<file path="config.mk">
export PLATFORM = sky130hd
export DESIGN_NAME = pbc_back
export DESIGN_NICKNAME = d
export VERILOG_FILES = /design/src/hdl/pbc_pkg.sv /design/src/hdl/pbc_back.sv
export SDC_FILE = /design/constraint.sdc
export NUM_CORES = 2
export LEC_CHECK = 0
export ABC_AREA = 1
export BUFFER_PORTS_ARGS = -buffer_cell sky130_fd_sc_hd__buf_2
export CAP_MARGIN = 10
export CELL_PAD_IN_SITES_DETAIL_PLACEMENT = 0
export CELL_PAD_IN_SITES_GLOBAL_PLACEMENT = 1
export CORE_MARGIN = 4
export CORE_UTILIZATION = 35
export DETAILED_ROUTE_END_ITERATION = 12
export PLACE_DENSITY = 0.66
export SLEW_MARGIN = 40
export SYNTH_ARGS = -nofsm -noshare
export SYNTH_HDL_FRONTEND = slang
export SYNTH_SLANG_ARGS = --single-unit
</file>
<file path="constraint.sdc">
create_clock -name clk -period 19.9 [get_ports clk]
set_input_delay 1.99 -clock clk [delete_from_list [all_inputs] [get_ports clk]]
set_output_delay 1.99 -clock clk [all_outputs]
set_load 0.03 [all_outputs]
</file>
<file path="src/hdl/pbc_pkg.sv">
package pbc_pkg;

  localparam int MAX_PARTICLES = 16;
  localparam int IDX_W = $clog2(MAX_PARTICLES);
  localparam int CNT_W = IDX_W + 1;
  localparam int NUM_W = 51;
  localparam int DEN_W = 17;
  localparam int DIV_CNT_W = $clog2(NUM_W);
  localparam int QUEUE_DEPTH = 2;
  localparam int QPTR_W = $clog2(QUEUE_DEPTH);

  localparam logic [2:0] EV_NONE    = 3'd0;
  localparam logic [2:0] EV_LEFT    = 3'd1;
  localparam logic [2:0] EV_RIGHT   = 3'd2;
  localparam logic [2:0] EV_TOP     = 3'd3;
  localparam logic [2:0] EV_BOTTOM  = 3'd4;
  localparam logic [2:0] EV_COLLIDE = 3'd5;

  localparam logic CFG_WIDTH  = 1'b0;
  localparam logic CFG_HEIGHT = 1'b1;

  localparam logic [14:0] ARENA_RESET = 15'd500;

  typedef struct packed {
    logic [15:0]        particle_mass;
    logic signed [31:0] pos_x;
    logic signed [31:0] pos_y;
    logic signed [31:0] vel_x;
    logic signed [31:0] vel_y;
    logic               frame_last;
  } particle_t;

  typedef struct packed {
    logic [5:0]         particle_index;
    logic signed [31:0] new_pos_x;
    logic signed [31:0] new_pos_y;
    logic signed [31:0] new_vel_x;
    logic signed [31:0] new_vel_y;
    logic [2:0]         event_kind;
    logic               run_last;
  } result_t;

  typedef struct packed {
    logic [15:0]        mass;
    logic signed [31:0] px;
    logic signed [31:0] py;
    logic signed [31:0] vx;
    logic signed [31:0] vy;
  } entry_t;

  typedef struct packed {
    logic [5:0]         index;
    logic signed [31:0] px;
    logic signed [31:0] py;
    logic signed [31:0] vx;
    logic signed [31:0] vy;
    logic [2:0]         ev;
    logic               last;
    logic [15:0]        mi;
    logic [15:0]        mj;
    logic signed [31:0] vjx;
    logic signed [31:0] vjy;
  } job_t;

  typedef enum logic [2:0] {
    F_IDLE, F_RDI, F_WALL, F_RDJ, F_DIFF, F_SQ, F_CMP, F_PUSH
  } front_state_t;

  typedef enum logic [2:0] {
    B_IDLE, B_MUL, B_SUM, B_DIV, B_FIN
  } back_state_t;

  function automatic logic signed [31:0] neg_sat(input logic signed [31:0] v);
    if (v == 32'sh8000_0000) begin
      return 32'sh7FFF_FFFF;
    end
    return -v;
  endfunction

endpackage

</file>
<file path="src/hdl/pbc_back.sv">
module pbc_back (
  input  logic               clk,
  input  logic               rst,
  input  pbc_pkg::job_t      job,
  input  logic               job_empty,
  output logic               job_pop,
  output pbc_pkg::result_t   result,
  output logic               empty,
  input  logic               pop
);
  import pbc_pkg::*;

  back_state_t          state;
  back_state_t          state_next;
  job_t                 cur;
  job_t                 fin_job;
  logic                 axis;
  logic signed [48:0]   p1;
  logic signed [48:0]   p2;
  logic signed [NUM_W-1:0] num;
  logic                 num_neg;
  logic [NUM_W-1:0]     quo;
  logic [DEN_W-1:0]     rem;
  logic [DEN_W-1:0]     den;
  logic [DEN_W:0]       rem_sh;
  logic [DIV_CNT_W-1:0] cnt;
  logic                 div_done;
  logic signed [31:0]   vi;
  logic signed [31:0]   vj;
  logic signed [16:0]   mdiff;
  logic signed [31:0]   vsat;
  logic                 out_valid;
  logic                 take;
  result_t              res;

  function automatic result_t to_result(input job_t jb);
    result_t r;
    r.particle_index = jb.index;
    r.new_pos_x      = jb.px;
    r.new_pos_y      = jb.py;
    r.new_vel_x      = jb.vx;
    r.new_vel_y      = jb.vy;
    r.event_kind     = jb.ev;
    r.run_last       = jb.last;
    return r;
  endfunction

  assign vi       = axis ? cur.vy : cur.vx;
  assign vj       = axis ? cur.vjy : cur.vjx;
  assign mdiff    = $signed({1'b0, cur.mi}) - $signed({1'b0, cur.mj});
  assign num      = NUM_W'(p1) + (NUM_W'(p2) <<< 1);
  assign rem_sh   = {rem, quo[NUM_W-1]};
  assign div_done = (cnt == DIV_CNT_W'(NUM_W - 1));

  always_comb begin
    priority if (den == '0) begin
      vsat = '0;
    end else if (num_neg) begin
      vsat = (quo > NUM_W'(33'h0_8000_0000)) ? 32'sh8000_0000 : -$signed(quo[31:0]);
    end else begin
      vsat = (quo > NUM_W'(32'h7FFF_FFFF)) ? 32'sh7FFF_FFFF : $signed(quo[31:0]);
    end
  end

  always_comb begin
    fin_job    = cur;
    fin_job.vy = vsat;
  end

  always_comb begin
    state_next = state;
    unique case (state)
      B_IDLE: begin
        if (take && job.ev == EV_COLLIDE) begin
          state_next = B_MUL;
        end
      end
      B_MUL: begin
        state_next = B_SUM;
      end
      B_SUM: begin
        state_next = B_DIV;
      end
      B_DIV: begin
        if (div_done) begin
          state_next = B_FIN;
        end
      end
      B_FIN: begin
        state_next = axis ? B_IDLE : B_MUL;
      end
      default: begin
        state_next = B_IDLE;
      end
    endcase
  end

  always_comb begin
    take    = (state == B_IDLE) && !job_empty && !out_valid;
    job_pop = take;
    empty   = !out_valid;
    result  = res;
  end

  always_ff @(posedge clk) begin
    unique case (state)
      B_IDLE: begin
        if (take) begin
          cur  <= job;
          axis <= 1'b0;
          res  <= to_result(job);
        end
      end
      B_MUL: begin
        p1 <= vi * mdiff;
        p2 <= vj * $signed({1'b0, cur.mj});
      end
      B_SUM: begin
        num_neg <= num[NUM_W-1];
        quo     <= num[NUM_W-1] ? NUM_W'(-num) : num;
        rem     <= '0;
        den     <= DEN_W'(cur.mi) + DEN_W'(cur.mj);
        cnt     <= '0;
      end
      B_DIV: begin
        if (rem_sh >= {1'b0, den}) begin
          rem <= DEN_W'(rem_sh - {1'b0, den});
          quo <= {quo[NUM_W-2:0], 1'b1};
        end else begin
          rem <= rem_sh[DEN_W-1:0];
          quo <= {quo[NUM_W-2:0], 1'b0};
        end
        cnt <= cnt + 1'b1;
      end
      B_FIN: begin
        axis <= 1'b1;
        if (axis) begin
          res <= to_result(fin_job);
        end else begin
          cur.vx <= vsat;
        end
      end
      default: begin
      end
    endcase
  end

  always_ff @(posedge clk) begin
    if (rst) begin
      state     <= B_IDLE;
      out_valid <= 1'b0;
    end else begin
      state <= state_next;
      priority if (take && job.ev != EV_COLLIDE) begin
        out_valid <= 1'b1;
      end else if (state == B_FIN && axis) begin
        out_valid <= 1'b1;
      end else if (pop && out_valid) begin
        out_valid <= 1'b0;
      end else begin
        out_valid <= out_valid;
      end
    end
  end

endmodule

</file>
======== Word level (Yosys, flattened, before mapping) ========
Cells that the tools add are included.
storage, ports and cells
  bits of input ports ..................... 238
  word-level logic and storage cells ...... 97
  register bits after elaboration ......... 567
cells by class
  multiplexer cells ....................... 27
  reduce and logical (&&, ||, !) cells .... 18
  eq/ne operators ......................... 12
  multiply operators ...................... 2
  magnitude comparators ................... 3
  $add $sub $neg .......................... 7
operators with widths
  cell                                                                               number
  138-bit two-way mux                                                                2
  138-bit case mux with 2 select lines                                               1
  32-bit two-way mux                                                                 7
  164-bit two-way mux                                                                1
  51-bit case mux with 2 select lines                                                1
  32-bit by 17-bit multiplier with 49-bit output                                     2
  32-bit case mux with 2 select lines                                                1
  49-bit by 50-bit adder with 51-bit output                                          1
  51-bit by 31-bit greater-than comparator with 1-bit output, second input constant  1
  51-bit by 32-bit greater-than comparator with 1-bit output, second input constant  1
  51-bit two-way mux                                                                 1
  51-bit negator                                                                     1
  17-bit case mux with 2 select lines                                                1
  32-bit negator                                                                     1
  18-bit by 17-bit greater-or-equal comparator with 1-bit output                     1
  16-bit by 16-bit adder with 17-bit output                                          1
  17-bit zero test                                                                   1
  17-bit two-way mux                                                                 1
  16-bit by 16-bit subtractor with 17-bit output                                     1
  17-bit subtractor                                                                  1
  3-bit case mux with 5 select lines                                                 1
  6-bit case mux with 2 select lines                                                 1
  2-bit inequality test, second input constant                                       5
  6-bit by 1-bit adder with 6-bit output, second input constant                      1
  15 further kinds                                                                   33

======== Longest topological paths before layout ========
  depth in word-level cells ............... 6
  mapped depth ............................ 40
  gate-level depth less buffers ........... 38

======== Least setup slack after synthesis ========
No wires, ideal clock.
  path type ............................... input -> register
  start ................................... in job_empty
  end ..................................... reg cur[0] in the netlist's numbering (enable)
  required time ........................... 18889 ps
  cell stages on the path ................. 1
  arrival time ............................ 15673 ps
  setup slack ............................. 3216 ps
  buffers on the path ..................... 0
  cell sequence ........................... nor3_1
on the way
  word-level cells in the longest chain between the ends .. 4
ends and longest elaborated chain
  item                             line             RTL
  start, declared                  pbc_back.sv:5    input logic job_empty,
  1-bit zero test                  pbc_back.sv:99   take = (state == B_IDLE) && !job_empty && !out_valid;
  1-bit logical AND (2 in series)  pbc_back.sv:99
  2-bit AND reduction (no line)    -
  end signal, assigned             pbc_back.sv:109  cur <= job;
  end, declared                    pbc_back.sv:15   job_t cur;
Every way passes these cells.
A chain may end at the register's enable or synchronous reset.

======== Worst setup path after layout ========
  start ................................... reg cur[67] in the netlist's numbering
  end ..................................... reg p1[48] (data pin)
on the way
  word-level cells in the longest chain between the ends .. 2
ends and longest elaborated chain
  item                                            line             RTL
  16-bit by 16-bit subtractor with 17-bit output  pbc_back.sv:50   assign mdiff = $signed({1'b0, cur.mi}) - $signed({1'b0, cur.mj});
  32-bit by 17-bit multiplier with 49-bit output  pbc_back.sv:115  p1 <= vi * mdiff;
  end signal, assigned                            pbc_back.sv:115
  end, declared                                   pbc_back.sv:18   logic signed [48:0] p1;
Every way passes these cells.

==> results.ini <==
[status]
status=finished, final reports clean

[clocking]
clk_latency_ns=0.72
cts_tree=done
clkSlewWorstSetupHoldPaths_ns=0.05
htreeDepth=3
cts_made_buffers=72
cts_hold_buffers=0
cts-resized-gates=0
postCtsSetupRepairBufs=0
cts.root.buffer_cell=clkbuf_16
numClockSinks=567
clockBufferDepth=3

[floorplan]
core-area_um2=188000
fp.dieH_um=443
start_util_pct=35.2
die_area_um2=196000
io_pins=378
die_w_um=443
rows=159

[finish]
multi_input_area_um2=42100
utilization_pct=39.2
final_cells=10500
drive_gt1_share_pct=9.78
syn2layout_area_growth_pct=11.2
nets=9520
seq_area_um2=17000
nFillCells=19200

[timing]
grt_setup_unrepaired=no
worst_pin_slew_ns=0.890
post-route-period-util_pct=48.9
finalSetupViolations=0
fmax_ghz=0.103
finalClockSkew_ns=0.0707
finalMaxSlewViolations=0
hold_violations=0
fin_tns_setup_ns=0
layout_min_cycle_time_ns=9.73
hold_ws_ns=0.507
slew_headroom_pct=40.0

[setup_path]
cp.required_ns=20.32
endpoint_kind=flip-flop
worstPathArrival_ns=10.15
worstPathMaxFanout=26
crit_slowest_cell=xor2_2
critPathLaunch=cur[67]$_DFFE_PP_
cp-start-kind=flip-flop
reg2reg_from=cur[67]$_DFFE_PP_
max_stage_delay_ns=0.70
path_class=reg2reg

[logic_synthesis]
yosysSeqAreaShare_pct=25.7
syn_inst=7624
synth-main-ff-cell=edfxtp_1
synth-edff-count=563
synth_area_leaders=fa_1 (31%), edfxtp_1 (26%), nand2_1 (9.8%), inv_1 (9.2%), ha_1 (6.4%)
ys.warnings.count=0
synthesis.area_um2=66100
syn_nets=9212
async_flop_share_pct=0
synth_area_per_cell_um2=8.67
ys_seq_elements=567
synth_common_cells=nand2_1 (1731), inv_1 (1629), fa_1 (1014)
yosysTopAreaCell=fa_1
synth_most_common_cell=nand2_1
synth.distinct_cells=55
synth_top_area_share_pct=30.7

[grt]
antenna_found_initial=13
grt_overflow=0
grt_start_max_net_pins=136
grt_pass1_wl_um=340000
track_usage_pct=22.8
grt_pass1_vias=54400

[route]
drc=0
drt-initial-drc-count=3693
viasPerCell=4.93
drt-total-wl_um=224000
ant_nets=0
first_pass_iters=5
wl_per_cell_um=21.3
vias=51700

[place]
portBuffers=377
place.gp.congestion=0.924
dpl.cell_count=10400
hpwl_um=184000

[job]
drv_cap=0

[hold_path]
hold_path_class=reg2reg
worstHoldStart=cur[196]$_DFFE_PP_

final timing paths:
check,end,slack (ns),depth (start not counted)
max,p1[48]$_DFFE_PP_,10.17,33
min,result[100]$_DFFE_PP_,0.51,2
max reg2reg,p1[48]$_DFFE_PP_,10.17,33
min reg2reg,result[100]$_DFFE_PP_,0.51,2
final cells by class:
type	instances	share of cell area (%)
diodes	9	0.0306
repair buffers	464	3.56
flip-flops and latches	567	23.1
clock inverters	39	0.709
well taps	2495	4.24
clock buffers	90	2.57
multi-input cells	5165	57.3
inverters	1662	8.49
registers in the layout, indices dropped and copies added (netlist names), 3 cells and up:
| register | flops |
|---|---|
| cnt | 6 |
| rem | 17 |
| state | 3 |
| result | 138 |
| p2 | 49 |
| den | 17 |
| p1 | 49 |
| quo | 51 |
| cur | 234 |
placed cells by master (no fill, tap or decap), types with 87 or more instances in the layout:
cell | synthesis | final
ha_1 | 336 | 336
nand3_1 | 256 | 256
nor2_1 | 710 | 707
inv_1 | 1629 | 1624
a21oi_1 | 228 | 227
fa_1 | 1014 | 1013
buf_2 | 24 | 377
xor2_1 | 103 | 103
nand2_1 | 1731 | 1729
edfxtp_1 | 563 | 563
o21ai_0 | 254 | 234
or2_2 | 87 | 87
layer usage:
| layer | GRT usage (%) | routed length (um) | up-vias |
|---|---|---|---|
| met4 | 7.43 | 7910 | 0 |
| met2 | 39.2 | 109000 | 1428 |
| met3 | 2.98 | 11700 | 288 |
| met5 | 0 | 0 | - |
| li1 | - | - | 23900 |
| met1 | 29.9 | 94800 | 26100 |
worst max-delay path, delay by kind of cell, from the launching register on:
family                     cells  cell delay [ns]
AOI/OAI and AO/OA              4             0.46
DFF                            1             0.33
buffers and inverters          6             1.60
and+or+nand+nor               13             2.03
adders and majority gates      8             4.19
xor gates and xnor gates       2             0.77
kinds of logic after synthesis:
kind of cell	count (synthesis)	synth area share, %
and+or+nand+nor	2990	18.7
xor gates and xnor gates	176	2.34
buffers and inverters	1892	10.8
adders and majority gates	1350	37.1
AOI/OAI and AO/OA	649	5.39
DFF	567	25.7
metrics by stage:
stage,instance area [um^2],setup WS (ns)
after floorplan,66100,3.22
after global placement,71000,10.45
after detailed placement,71100,10.29
after CTS,73500,10.23
after global routing,73500,9.59
final,73600,10.17
Power is left out: the tool's default activity adds up to more than one toggle a clock period on the data nets, which glitch-free logic cannot reach.
