`src/hdl/pbc_pkg.sv`:
```
package pbc_pkg;

  localparam int MAX_PARTICLES = 16;
  localparam int IDX_W = $clog2(MAX_PARTICLES);
  localparam int CNT_W = IDX_W + 1;
  localparam int NUM_W = 51;
  localparam int DEN_W = 17;
  localparam int DIV_CNT_W = $clog2(NUM_W);
  localparam int QUEUE_DEPTH = 2;
  localparam int QPTR_W = $clog2(QUEUE_DEPTH);

  localparam logic [2:0] EV_NONE    = 3'd0;
  localparam logic [2:0] EV_LEFT    = 3'd1;
  localparam logic [2:0] EV_RIGHT   = 3'd2;
  localparam logic [2:0] EV_TOP     = 3'd3;
  localparam logic [2:0] EV_BOTTOM  = 3'd4;
  localparam logic [2:0] EV_COLLIDE = 3'd5;

  localparam logic CFG_WIDTH  = 1'b0;
  localparam logic CFG_HEIGHT = 1'b1;

  localparam logic [14:0] ARENA_RESET = 15'd500;

  typedef struct packed {
    logic [15:0]        particle_mass;
    logic signed [31:0] pos_x;
    logic signed [31:0] pos_y;
    logic signed [31:0] vel_x;
    logic signed [31:0] vel_y;
    logic               frame_last;
  } particle_t;

  typedef struct packed {
    logic [5:0]         particle_index;
    logic signed [31:0] new_pos_x;
    logic signed [31:0] new_pos_y;
    logic signed [31:0] new_vel_x;
    logic signed [31:0] new_vel_y;
    logic [2:0]         event_kind;
    logic               run_last;
  } result_t;

  typedef struct packed {
    logic [15:0]        mass;
    logic signed [31:0] px;
    logic signed [31:0] py;
    logic signed [31:0] vx;
    logic signed [31:0] vy;
  } entry_t;

  typedef struct packed {
    logic [5:0]         index;
    logic signed [31:0] px;
    logic signed [31:0] py;
    logic signed [31:0] vx;
    logic signed [31:0] vy;
    logic [2:0]         ev;
    logic               last;
    logic [15:0]        mi;
    logic [15:0]        mj;
    logic signed [31:0] vjx;
    logic signed [31:0] vjy;
  } job_t;

  typedef enum logic [2:0] {
    F_IDLE, F_RDI, F_WALL, F_RDJ, F_DIFF, F_SQ, F_CMP, F_PUSH
  } front_state_t;

  typedef enum logic [2:0] {
    B_IDLE, B_MUL, B_SUM, B_DIV, B_FIN
  } back_state_t;

  function automatic logic signed [31:0] neg_sat(input logic signed [31:0] v);
    if (v == 32'sh8000_0000) begin
      return 32'sh7FFF_FFFF;
    end
    return -v;
  endfunction

endpackage

```
`src/hdl/pbc_queue.sv`:
```
module pbc_queue (
  input  logic           clk,
  input  logic           rst,
  input  logic           push,
  output logic           full,
  input  pbc_pkg::job_t  wr_data,
  input  logic           pop,
  output logic           empty,
  output pbc_pkg::job_t  rd_data
);
  import pbc_pkg::*;

  job_t              slots [QUEUE_DEPTH];
  logic [QPTR_W-1:0] wr_ptr;
  logic [QPTR_W-1:0] rd_ptr;
  logic [QPTR_W:0]   count;
  logic              do_push;
  logic              do_pop;

  assign full    = (count == (QPTR_W+1)'(QUEUE_DEPTH));
  assign empty   = (count == '0);
  assign do_push = push && !full;
  assign do_pop  = pop && !empty;
  assign rd_data = slots[rd_ptr];

  always_ff @(posedge clk) begin
    if (do_push) begin
      slots[wr_ptr] <= wr_data;
    end
  end

  always_ff @(posedge clk) begin
    if (rst) begin
      wr_ptr <= '0;
      rd_ptr <= '0;
      count  <= '0;
    end else begin
      if (do_push) begin
        wr_ptr <= wr_ptr + 1'b1;
      end
      if (do_pop) begin
        rd_ptr <= rd_ptr + 1'b1;
      end
      if (do_push && !do_pop) begin
        count <= count + 1'b1;
      end else if (do_pop && !do_push) begin
        count <= count - 1'b1;
      end
    end
  end

endmodule

```
`config.mk`:
```
export PLATFORM = sky130hd
export DESIGN_NAME = pbc_queue
export DESIGN_NICKNAME = d
export VERILOG_FILES = /design/src/hdl/pbc_pkg.sv /design/src/hdl/pbc_queue.sv
export SDC_FILE = /design/constraint.sdc
export NUM_CORES = 1
export LEC_CHECK = 0
export BUFFER_PORTS_ARGS = -buffer_cell sky130_fd_sc_hd__clkbuf_2
export CAP_MARGIN = 20
export CORE_ASPECT_RATIO = 0.6
export CORE_UTILIZATION = 50
export DETAILED_ROUTE_END_ITERATION = 8
export HOLD_SLACK_MARGIN = 0.1
export MAX_ROUTING_LAYER = met4
export PLACE_DENSITY_LB_ADDON = 0.3
export RECOVER_POWER = 50
export SYNTH_ARGS = -nofsm -noshare
export SYNTH_HDL_FRONTEND = slang
export SYNTH_SLANG_ARGS = --single-unit
```
`constraint.sdc`:
```
create_clock -name clk -period 10.7 [get_ports clk]
set_clock_uncertainty 0.05 [all_clocks]
set_input_delay 1.605 -clock clk [delete_from_list [all_inputs] [get_ports clk]]
set_output_delay 1.605 -clock clk [all_outputs]
set_load 0.01 [all_outputs]
```
# Word-level counts from Yosys, hierarchy flattened
# Memories as Yosys holds them, arrays and structs flattened. A register that Yosys moved wholly into a read port is not among the register bits.
# Index checks and enable logic that the tools add are counted.
[word_totals] ff_bits=4 ramBits=468 elab_cells=25 n_memories=1
[op_classes] addsub=4 n_eq_ne=1 muxes=6 n_reduce_logical=10
[mem_list] name="slots" depth=2 width=234 read_ports=1 rd_clocked_by_memory_dff=1 write_ports=1 line="pbc_queue.sv:13" text="job_t slots [QUEUE_DEPTH];"
[ops] operator="1-bit logical AND" count=4
[ops] operator="1-bit logical NOT" count=4
[ops] operator="1-bit 2-to-1 mux" count=4
[ops] operator="2-bit 2-to-1 mux" count=2
[ops] operator="1-bit adder (second input constant)" count=2
[ops] operator="2-bit by 1-bit adder with 2-bit output (second input constant)" count=1
[ops] operator="2-bit equality test (second input constant)" count=1
[ops] operator="2-bit logical NOT" count=1
[ops] operator="2-bit nonzero test" count=1
[ops] operator="2-bit by 1-bit subtractor with 2-bit output (second input constant)" count=1

# Logic depth before layout (Yosys ltp)
# Gate-level depths: netlist of run 1.
[depth] depth_word=7 ltp_mapped=6 ltp_nobuf=6

# Worst setup path after synthesis of run 1
# No wires, ideal clock.
[synth_path] kind="input-to-reg" start="in push" end="mem slots[1][0] (netlist name) (enable)" setup_ns=0.625 arrival_ns=7.123 t_required_ns=10.025 setup_slack_ns=2.902 path_stages=3 cell_sequence="inv_1 nor2_1 and2_1"
[synth_between] elab_chain_len=3
[synth_rtl] item="from (decl)" line="pbc_queue.sv:4" text="input logic push,"
[synth_rtl] item="1-bit logical AND" line="pbc_queue.sv:22" text="assign do_push = push && !full;"
[synth_rtl] item="via do_push" line="pbc_queue.sv:17" text="logic do_push;"
[synth_rtl] item="1-bit 2-to-1 mux" line="pbc_queue.sv:27" text="if (do_push) begin"
[synth_rtl] item="1-bit 2-to-1 mux (implied by the code)" line="pbc_queue.sv:28" text="slots[wr_ptr] <= wr_data;"
[synth_rtl] item="to (decl)" line="pbc_queue.sv:13"
# The timed path passes the listed nets, and every way through them passes these cells.

# Worst setup path after layout of run 1
[layout_path] start="in push" end="mem slots[0][124] (netlist name) (enable)"
[layout_between] elab_chain_len=3
[layout_rtl] item="1-bit logical AND" line="pbc_queue.sv:22"
[layout_rtl] item="1-bit 2-to-1 mux" line="pbc_queue.sv:27"
[layout_rtl] item="1-bit 2-to-1 mux (implied by the code)" line="pbc_queue.sv:28"
# Every way passes these cells.

==> results of run 1 <==
## final cells by class
class / count / share of cell area
Antenna cell: 5 / 0.000575
Clock inverter: 16 / 0.00984
Multi-Input combinational cell: 252 / 0.154
Tap cell: 467 / 0.0269
Clock buffer: 61 / 0.0555
Timing Repair Buffer: 480 / 0.102
Sequential cell: 473 / 0.651
Inverter: 2 / 0.000403
## placed cells by master, fill, tap and decap left out
cell type | synthesis | final
sky130_fd_sc_hd__bufinv_16 | 0 | 5
sky130_fd_sc_hd__buf_4 | 0 | 6
sky130_fd_sc_hd__dfxtp_4 | 0 | 1
sky130_fd_sc_hd__nor2b_1 | 1 | 1
sky130_fd_sc_hd__diode_2 | 0 | 5
sky130_fd_sc_hd__mux2_4 | 160 | 160
sky130_fd_sc_hd__nor2_1 | 5 | 5
sky130_fd_sc_hd__edfxtp_1 | 468 | 468
sky130_fd_sc_hd__inv_1 | 2 | 1
sky130_fd_sc_hd__clkinvlp_4 | 0 | 1
sky130_fd_sc_hd__clkinvlp_2 | 0 | 1
sky130_fd_sc_hd__o21ai_0 | 3 | 3
sky130_fd_sc_hd__xor2_1 | 3 | 3
sky130_fd_sc_hd__buf_12 | 0 | 1
sky130_fd_sc_hd__buf_1 | 0 | 2
sky130_fd_sc_hd__clkbuf_1 | 0 | 182
sky130_fd_sc_hd__clkinv_4 | 0 | 3
sky130_fd_sc_hd__clkbuf_16 | 0 | 45
sky130_fd_sc_hd__clkbuf_2 | 0 | 303
sky130_fd_sc_hd__a21oi_1 | 2 | 2
sky130_fd_sc_hd__or3_1 | 2 | 2
sky130_fd_sc_hd__ha_1 | 1 | 1
sky130_fd_sc_hd__dfxtp_1 | 5 | 4
sky130_fd_sc_hd__clkinv_2 | 0 | 3
sky130_fd_sc_hd__and2_0 | 0 | 1
sky130_fd_sc_hd__clkbuf_8 | 0 | 2
sky130_fd_sc_hd__clkinv_1 | 0 | 4
sky130_fd_sc_hd__mux2_2 | 74 | 74
## registers in the layout, indices dropped and copies added (netlist names), named ones only
signal	count
slots	468
count	2
rd_ptr	1
wr_ptr	1
## kinds of logic after synthesis
| family | after synthesis | synth area share |
|---|---|---|
| AOI/OAI and AO/OA | 5 | 0.00141 |
| buffers and inverters | 28 | 0.0144 |
| and+or+nand+nor | 9 | 0.00247 |
| muxes | 234 | 0.182 |
| xor gates and xnor gates | 3 | 0.00148 |
| DFF | 473 | 0.797 |
| adders and majority gates | 1 | 0.000705 |
## worst max path at each step
stage          startpoint             to  slack, ns  depth (start not counted)
6_report             push  slots[0][124]       4.38                          5
5_1_grt              push   slots[0][97]       3.85                          5
4_1_cts          register    rd_data[16]       5.84                          3
3_5_place_dp         push   slots[1][97]       6.17                          6
3_3_place_gp         push   slots[1][91]       6.18                          6
2_1_floorplan        push    slots[1][0]       2.90                          3
## metrics by stage
step	instances	utilization
final	1756	0.621
after CTS	1751	0.627
after global placement	1674	0.586
after detailed placement	1674	0.586
after floorplan	753	-
after global routing	1755	0.621
## power breakdown
group          switching, uW  total (uW)  internal (uW)  leakage [uW]
Sequential              95.4        2440           2340       0.00441
Combinational            687        1340            655       0.00296
Clock                    631        1540            908      0.000687
Total                   1410        5320           3910       0.00806
## worst max-delay path, cell delays in order
cell	delay, ns
sky130_fd_sc_hd__clkbuf_2	0.08
sky130_fd_sc_hd__inv_1	0.07
sky130_fd_sc_hd__or3_1	0.14
sky130_fd_sc_hd__clkinvlp_2	2.86
sky130_fd_sc_hd__buf_4	1.49
## metal layers
layer / up-vias / track usage
met3: 51 / 0.0664
li1: 4011 / -
met1: 4341 / 0.236
met5: - / -
met2: 315 / 0.302
met4: 0 / 0.0628
==> impl_metrics.sql, run 1 <==
INSERT INTO impl_metrics (metric_group, metric, value, unit) VALUES
('run_status', 'outcome', 'finished with violations', ''),
('run_status', 'failed_checks', 'capacitance limit, slew limit', ''),
('floorplan', 'rows', '53', ''),
('synthesis', 'synth_fp_nets', '992', ''),
('worst_setup_path', 'worstRegToRegCells', '4', ''),
('clock_tree', 'cts-htree-levels', '2', ''),
('synthesis', 'yosysMostFrequentCell', 'sky130_fd_sc_hd__edfxtp_1', ''),
('worst_setup_path', 'critical_path_required', '10.76', 'ns'),
('timing', 'fin_tns_setup', '0', 'ns'),
('final_layout', 'total_area_of_multi_input_combinational_cells', '0.00334', 'mm^2'),
('clock_tree', 'clkLatencyLatePin', '0.53', 'ns'),
('clock_tree', 'cts.sinks', '473', ''),
('placed_design', 'gp_routability_congestion', '0.763', ''),
('timing', 'worstMarginPinSlew', '3.85', 'ns'),
('synthesis', 'mappedNetlistArea', '0.0178', 'mm^2'),
('synthesis', 'post_synth_main_area_contributors', 'sky130_fd_sc_hd__edfxtp_1, sky130_fd_sc_hd__mux2_4, sky130_fd_sc_hd__mux2_2', ''),
('final_layout', 'fillers', '2564', ''),
('detailed_routing', 'routed-wl-met2', '17.6', 'mm'),
('pwr', 'post_route_total_power', '5320', 'uW'),
('clock_tree', 'postCtsHoldBufs', '0', ''),
('timing', 'timing_max_transition_violations_final', '124', ''),
('timing', 'timing.hold.ws', '0.459', 'ns'),
('timing', 'finalSetupViolations', '0', ''),
('global_routing', 'grt_overflow', '0', ''),
('synthesis', 'synthDistinctLibCells', '15', ''),
('worst_setup_path', 'critical_path_peak_fanout', '86', ''),
('placed_design', 'placement.setup.worst_slack', '6.17', 'ns'),
('synthesis', 'ys_async_sr_fraction', '0', ''),
('final_layout', 'design.final.nets', '1491', ''),
('pwr', 'power-per-cell-area', '245', 'mW/mm^2'),
('job', 'drv.max_cap_violation_count', '2', ''),
('timing', 'layout_setup_ws', '4.38', 'ns'),
('global_routing', 'number_of_global_route_vias_before_repair', '8958', ''),
('placed_design', 'port_buffers', '473', ''),
('detailed_routing', 'met3_wirelength', '2.94', 'mm'),
('clock_tree', 'cts_tree', 'yes', ''),
('clock_tree', 'post-cts-setup-buffers', '0', ''),
('synthesis', 'synthesis.instances', '753', ''),
('clock_tree', 'cts_repair_resize_count', '0', ''),
('synthesis', 'synth_top_area_cell', 'sky130_fd_sc_hd__edfxtp_1', ''),
('worst_setup_path', 'worst_ep_arrival_time', '6.38', 'ns'),
('detailed_routing', 'drcViolationCount', '0', ''),
('clock_tree', 'clk_transition_reported_paths', '0.06', 'ns'),
('floorplan', 'dieHeight', '148', 'um'),
('hold_path', 'hold_path.class', 'register to register', ''),
('pwr', 'ir_worst_vdd', '0.000186', 'V'),
('hold_path', 'holdPathStages', '2', ''),
('synthesis', 'synthesis_stage_register_bit_count', '473', ''),
('detailed_routing', 'vias_per_cell', '4.96', ''),
('detailed_routing', 'wirelength', '35.4', 'mm'),
('global_routing', 'largest_net_degree_at_the_start_of_global_routing', '106', ''),
('worst_setup_path', 'cp-end-kind', 'register', ''),
('synthesis', 'synth.avg_cell_area', '23.6', 'um^2'),
('final_layout', 'layout-drive-gt1-share', '0.471', ''),
('final_layout', 'final_design_area_no_fill', '0.0217', 'mm^2'),
('placed_design', 'hpwlAfterDp', '24.0', 'mm'),
('hold_path', 'worstHoldStart', 'rd_ptr', ''),
('global_routing', 'wire_length_of_the_first_global_routing_pass', '51.0', 'mm'),
('timing', 'rsz_0062_raised_after_global_routing', 'no', ''),
('worst_setup_path', 'worstSetupPathType', 'primary input to register', ''),
('pwr', 'power_leakage', '0.00806', 'uW'),
('detailed_routing', 'maxUsedRoutingLayer', 'met4', ''),
('clock_tree', 'clockBufferDepth', '3', ''),
('global_routing', 'gr-usage-all-layers', '0.193', ''),
('detailed_routing', 'initialDrtViolationCount', '466', ''),
('synthesis', 'yosysSeqAreaShare', '0.797', ''),
('timing', 'hold_viol_final', '0', ''),
('detailed_routing', 'met1_length', '14.2', 'mm'),
('final_layout', 'final-seq-area', '0.0142', 'mm^2'),
('floorplan', 'ioPinCount', '474', ''),
('synthesis', 'post-synth-top-area-fraction', '0.792', '');
Power figures use the tool's default switching activity.
==> run 2: changes to the inputs <==
ABC_AREA = 1   (was unset)
CORE_UTILIZATION = 47   (was 50)
clock period = 5.2 ns   (was 10.7 ns; I/O delays follow)
==> impl_metrics.sql, run 2 <==
INSERT INTO impl_metrics (metric_group, metric, value, unit) VALUES
('run_status', 'outcome', 'finished with violations', ''),
('run_status', 'failed_checks', 'capacitance limit, slew limit', ''),
('clock_tree', 'clk_transition_reported_paths', '0.06', 'ns'),
('detailed_routing', 'wirelength', '36.3', 'mm'),
('clock_tree', 'clockBufferDepth', '3', ''),
('worst_setup_path', 'worstSetupPathType', 'register to register', ''),
('worst_setup_path', 'cp-end-kind', 'register', ''),
('detailed_routing', 'maxUsedRoutingLayer', 'met4', ''),
('final_layout', 'utilization', '0.594', ''),
('pwr', 'power_leakage', '0.00813', 'uW'),
('detailed_routing', 'final_antenna_net_count', '0', ''),
('detailed_routing', 'initialDrtViolationCount', '551', ''),
('floorplan', 'initial_utilization', '0.483', ''),
('floorplan', 'die-area', '0.0386', 'mm^2'),
('final_layout', 'mostFrequentLayoutCells', 'sky130_fd_sc_hd__edfxtp_1, sky130_fd_sc_hd__clkbuf_2, sky130_fd_sc_hd__clkbuf_1', ''),
('synthesis', 'ys_async_sr_fraction', '0', ''),
('worst_setup_path', 'worstReg2RegEnd', 'slots[1][1]', ''),
('worst_setup_path', 'register_to_register_setup_slack', '1.62', 'ns'),
('final_layout', 'most_common_cell_after_layout_fill_and_taps_aside', 'sky130_fd_sc_hd__edfxtp_1', ''),
('worst_setup_path', 'worstRegToRegCells', '3', ''),
('synthesis', 'synth_top_area_cell', 'sky130_fd_sc_hd__edfxtp_1', ''),
('timing', 'final_period_minus_worst_setup_slack', '3.58', 'ns'),
('hold_path', 'hold_path.class', 'primary input to register', ''),
('pwr', 'power-per-cell-area', '482', 'mW/mm^2'),
('final_layout', 'flow.area_growth_from_synthesis', '23.1', '%'),
('worst_setup_path', 'critical_path_required', '5.32', 'ns'),
('synthesis', 'yosys_warnings', '0', ''),
('final_layout', 'layout-drive-gt1-share', '0.469', ''),
('synthesis', 'synthDistinctLibCells', '15', ''),
('worst_setup_path', 'cp_num_buf_inv', '1', ''),
('synthesis', 'postSynth.topFlopCell', 'sky130_fd_sc_hd__edfxtp_1', ''),
('clock_tree', 'clkLatencyLatePin', '0.55', 'ns'),
('worst_setup_path', 'startpoint_class', 'register', ''),
('floorplan', 'dieHeight', '153', 'um'),
('timing', 'finalSetupViolations', '0', ''),
('hold_path', 'holdPathStages', '1', ''),
('synthesis', 'post-synth-top-area-fraction', '0.790', ''),
('timing', 'worstMarginPinSlew', '2.02', 'ns'),
('worst_setup_path', 'crit_path_cell_trace', 'o21ai_0 > nor2_1 > clkbuf_1', ''),
('detailed_routing', 'met1_length', '14.1', 'mm'),
('global_routing', 'gr-usage-all-layers', '0.189', ''),
('synthesis', 'synthesis_stage_register_bit_count', '473', ''),
('detailed_routing', 'drcViolationCount', '0', ''),
('detailed_routing', 'routed-wl-met2', '18.6', 'mm'),
('global_routing', 'antenna_found_initial', '5', ''),
('hold_path', 'hold_end', 'slots[0][228]', ''),
('worst_setup_path', 'critPathMaxStageDelay', '1.54', 'ns'),
('worst_setup_path', 'critPathSlowestCell', 'sky130_fd_sc_hd__nor2_1', ''),
('synthesis', 'mappedNetlistArea', '0.0178', 'mm^2'),
('clock_tree', 'postCtsHoldBufs', '0', ''),
('final_layout', 'largest_register_ff_count', '468', ''),
('floorplan', 'ioPinCount', '474', ''),
('detailed_routing', 'vias', '8840', ''),
('timing', 'hold_viol_final', '0', ''),
('floorplan', 'die_width', '253', 'um'),
('placed_design', 'hpwlAfterDp', '25.0', 'mm'),
('synthesis', 'yosysSeqAreaShare', '0.796', ''),
('synthesis', 'post_synth_main_area_contributors', 'sky130_fd_sc_hd__edfxtp_1, sky130_fd_sc_hd__mux2_4, sky130_fd_sc_hd__mux2_2', ''),
('clock_tree', 'cts_repair_resize_count', '0', ''),
('timing', 'finalCritPeriodShare', '0.688', ''),
('synthesis', 'commonest_cells_in_the_synthesized_netlist', 'sky130_fd_sc_hd__edfxtp_1, sky130_fd_sc_hd__mux2_4, sky130_fd_sc_hd__mux2_2', ''),
('floorplan', 'core_area', '0.0368', 'mm^2'),
('timing', 'timing.hold.ws', '0.364', 'ns'),
('final_layout', 'final-instance-count-excl-fill', '1814', ''),
('clock_tree', 'cts_buffers', '44', ''),
('synthesis', 'count_of_flip_flops_with_a_built_in_enable_after_synthesis', '468', ''),
('job', 'drv.max_cap_violation_count', '2', ''),
('synthesis', 'synthesis.instances', '765', ''),
('final_layout', 'largest_register', 'slots', ''),
('synthesis', 'yosysMostFrequentCell', 'sky130_fd_sc_hd__edfxtp_1', ''),
('detailed_routing', 'vias_per_cell', '4.87', ''),
('final_layout', 'design.final.nets', '1511', ''),
('timing', 'timing_max_transition_violations_final', '36', ''),
('timing', 'max_clock_freq', '279', 'MHz'),
('placed_design', 'port_buffers', '473', ''),
('clock_tree', 'cts_tree', 'yes', ''),
('clock_tree', 'post-cts-setup-buffers', '0', ''),
('pwr', 'ir_worst_vdd', '0.000327', 'V'),
('timing', 'slew_headroom', '-0.352', ''),
('clock_tree', 'cts.root.buffer_cell', 'sky130_fd_sc_hd__clkbuf_16', ''),
('global_routing', 'grt_overflow', '0', ''),
('worst_setup_path', 'worst_r2r_startpoint', 'count[0]', ''),
('detailed_routing', 'detailed_routing_iterations_pass_1', '5', ''),
('global_routing', 'largest_net_degree_at_the_start_of_global_routing', '95', ''),
('worst_setup_path', 'worst_ep_arrival_time', '3.70', 'ns'),
('detailed_routing', 'met3_wirelength', '2.98', 'mm'),
('synthesis', 'synth_fp_nets', '1004', ''),
('worst_setup_path', 'top_delay_family_on_crit_path', 'simple AND/OR/NAND/NOR gates', ''),
('synthesis', 'synth.avg_cell_area', '23.2', 'um^2'),
('final_layout', 'top_regs', 'slots x468, count x2', ''),
('floorplan', 'rows', '54', ''),
('worst_setup_path', 'critical_path_peak_fanout', '22', ''),
('clock_tree', 'cts-htree-levels', '2', ''),
('detailed_routing', 'post_dr_wirelength_cell', '20.0', 'um'),
('clock_tree', 'cts.sinks', '473', ''),
('global_routing', 'number_of_global_route_vias_before_repair', '9118', ''),
('placed_design', 'gp_routability_congestion', '0.818', ''),
('timing', 'rsz_0062_raised_after_global_routing', 'no', ''),
('global_routing', 'wire_length_of_the_first_global_routing_pass', '53.3', 'mm'),
('placed_design', 'dp_cells', '1730', ''),
('hold_path', 'worstHoldStart', 'wr_data[228]', '');
-- run 2: cell count changes after synthesis --
cell,change
sky130_fd_sc_hd__inv_1,+7
sky130_fd_sc_hd__nand2_1,+4
sky130_fd_sc_hd__nor2_1,+4
sky130_fd_sc_hd__xor2_1,-3
sky130_fd_sc_hd__o21ai_0,+2
sky130_fd_sc_hd__or3_1,-2
sky130_fd_sc_hd__a21oi_1,-1
sky130_fd_sc_hd__nand3_1,+1
sky130_fd_sc_hd__nand4_1,+1
sky130_fd_sc_hd__nor2b_1,-1
-- run 2: worst max-delay path by stage --
stage	start	cells past startpoint	endpoint
6_report	count[0]	3	slots[1][1]
5_1_grt	count[0]	3	slots[1][2]
4_1_cts	register	3	rd_data[219]
3_5_place_dp	push	4	slots[1][81]
3_3_place_gp	push	4	slots[1][185]
2_1_floorplan	push	2	slots[0][0]
-- run 2: worst register-to-register path: stages (launching register included) --
cell                       delay [ns]
sky130_fd_sc_hd__dfxtp_1         0.43
sky130_fd_sc_hd__o21ai_0         0.22
sky130_fd_sc_hd__nor2_1          1.54
sky130_fd_sc_hd__clkbuf_1        0.95
-- run 2: area by class of cell --
| type | count | area [um^2] |
|---|---|---|
| fill | 2859 | 14900 |
| timing repair buffer | 487 | 2330 |
| sequential | 473 | 14200 |
| inverter | 9 | 33.8 |
| tap | 504 | 631 |
| clock inverter | 28 | 250 |
| multi-input combinational | 257 | 3340 |
| antenna | 5 | 12.5 |
| clock buffer | 51 | 1130 |
-- run 2: logic make-up (layout without fill, tap and decap cells) --
kind of cell,Yosys count,after routing,share of synthesized area
flops,473,473,0.796
mux,234,234,0.182
buf+inv,35,575,0.0159
simple gates,16,16,0.00373
compound gates,6,6,0.00169
fa+ha+maj,1,1,0.000704
other cells,0,5,0
-- run 2: stage by stage --
step           setup WS (ns)  TNS (ns)  instance area, um^2  power (uW)
2_1_floorplan          -2.39  -1117.03                17800        6800
3_3_place_gp            2.39         0                20700        7600
3_5_place_dp            2.38         0                20700        7640
4_1_cts                 1.82         0                22100       10700
5_1_grt                 1.17         0                21900       11000
6_report                1.62         0                21900       10600
-- run 2: per-layer routing --
metal / GRT usage / vias up
met5: - / -
met4: 0.0618 / 0
met3: 0.0589 / 58
met2: 0.310 / 322
met1: 0.221 / 4403
li1: - / 4057
-- run 2: where the power goes --
part / switching, uW / internal, uW
Combinational: 1300 / 1190
Sequential: 179 / 4820
Clock: 1350 / 1720
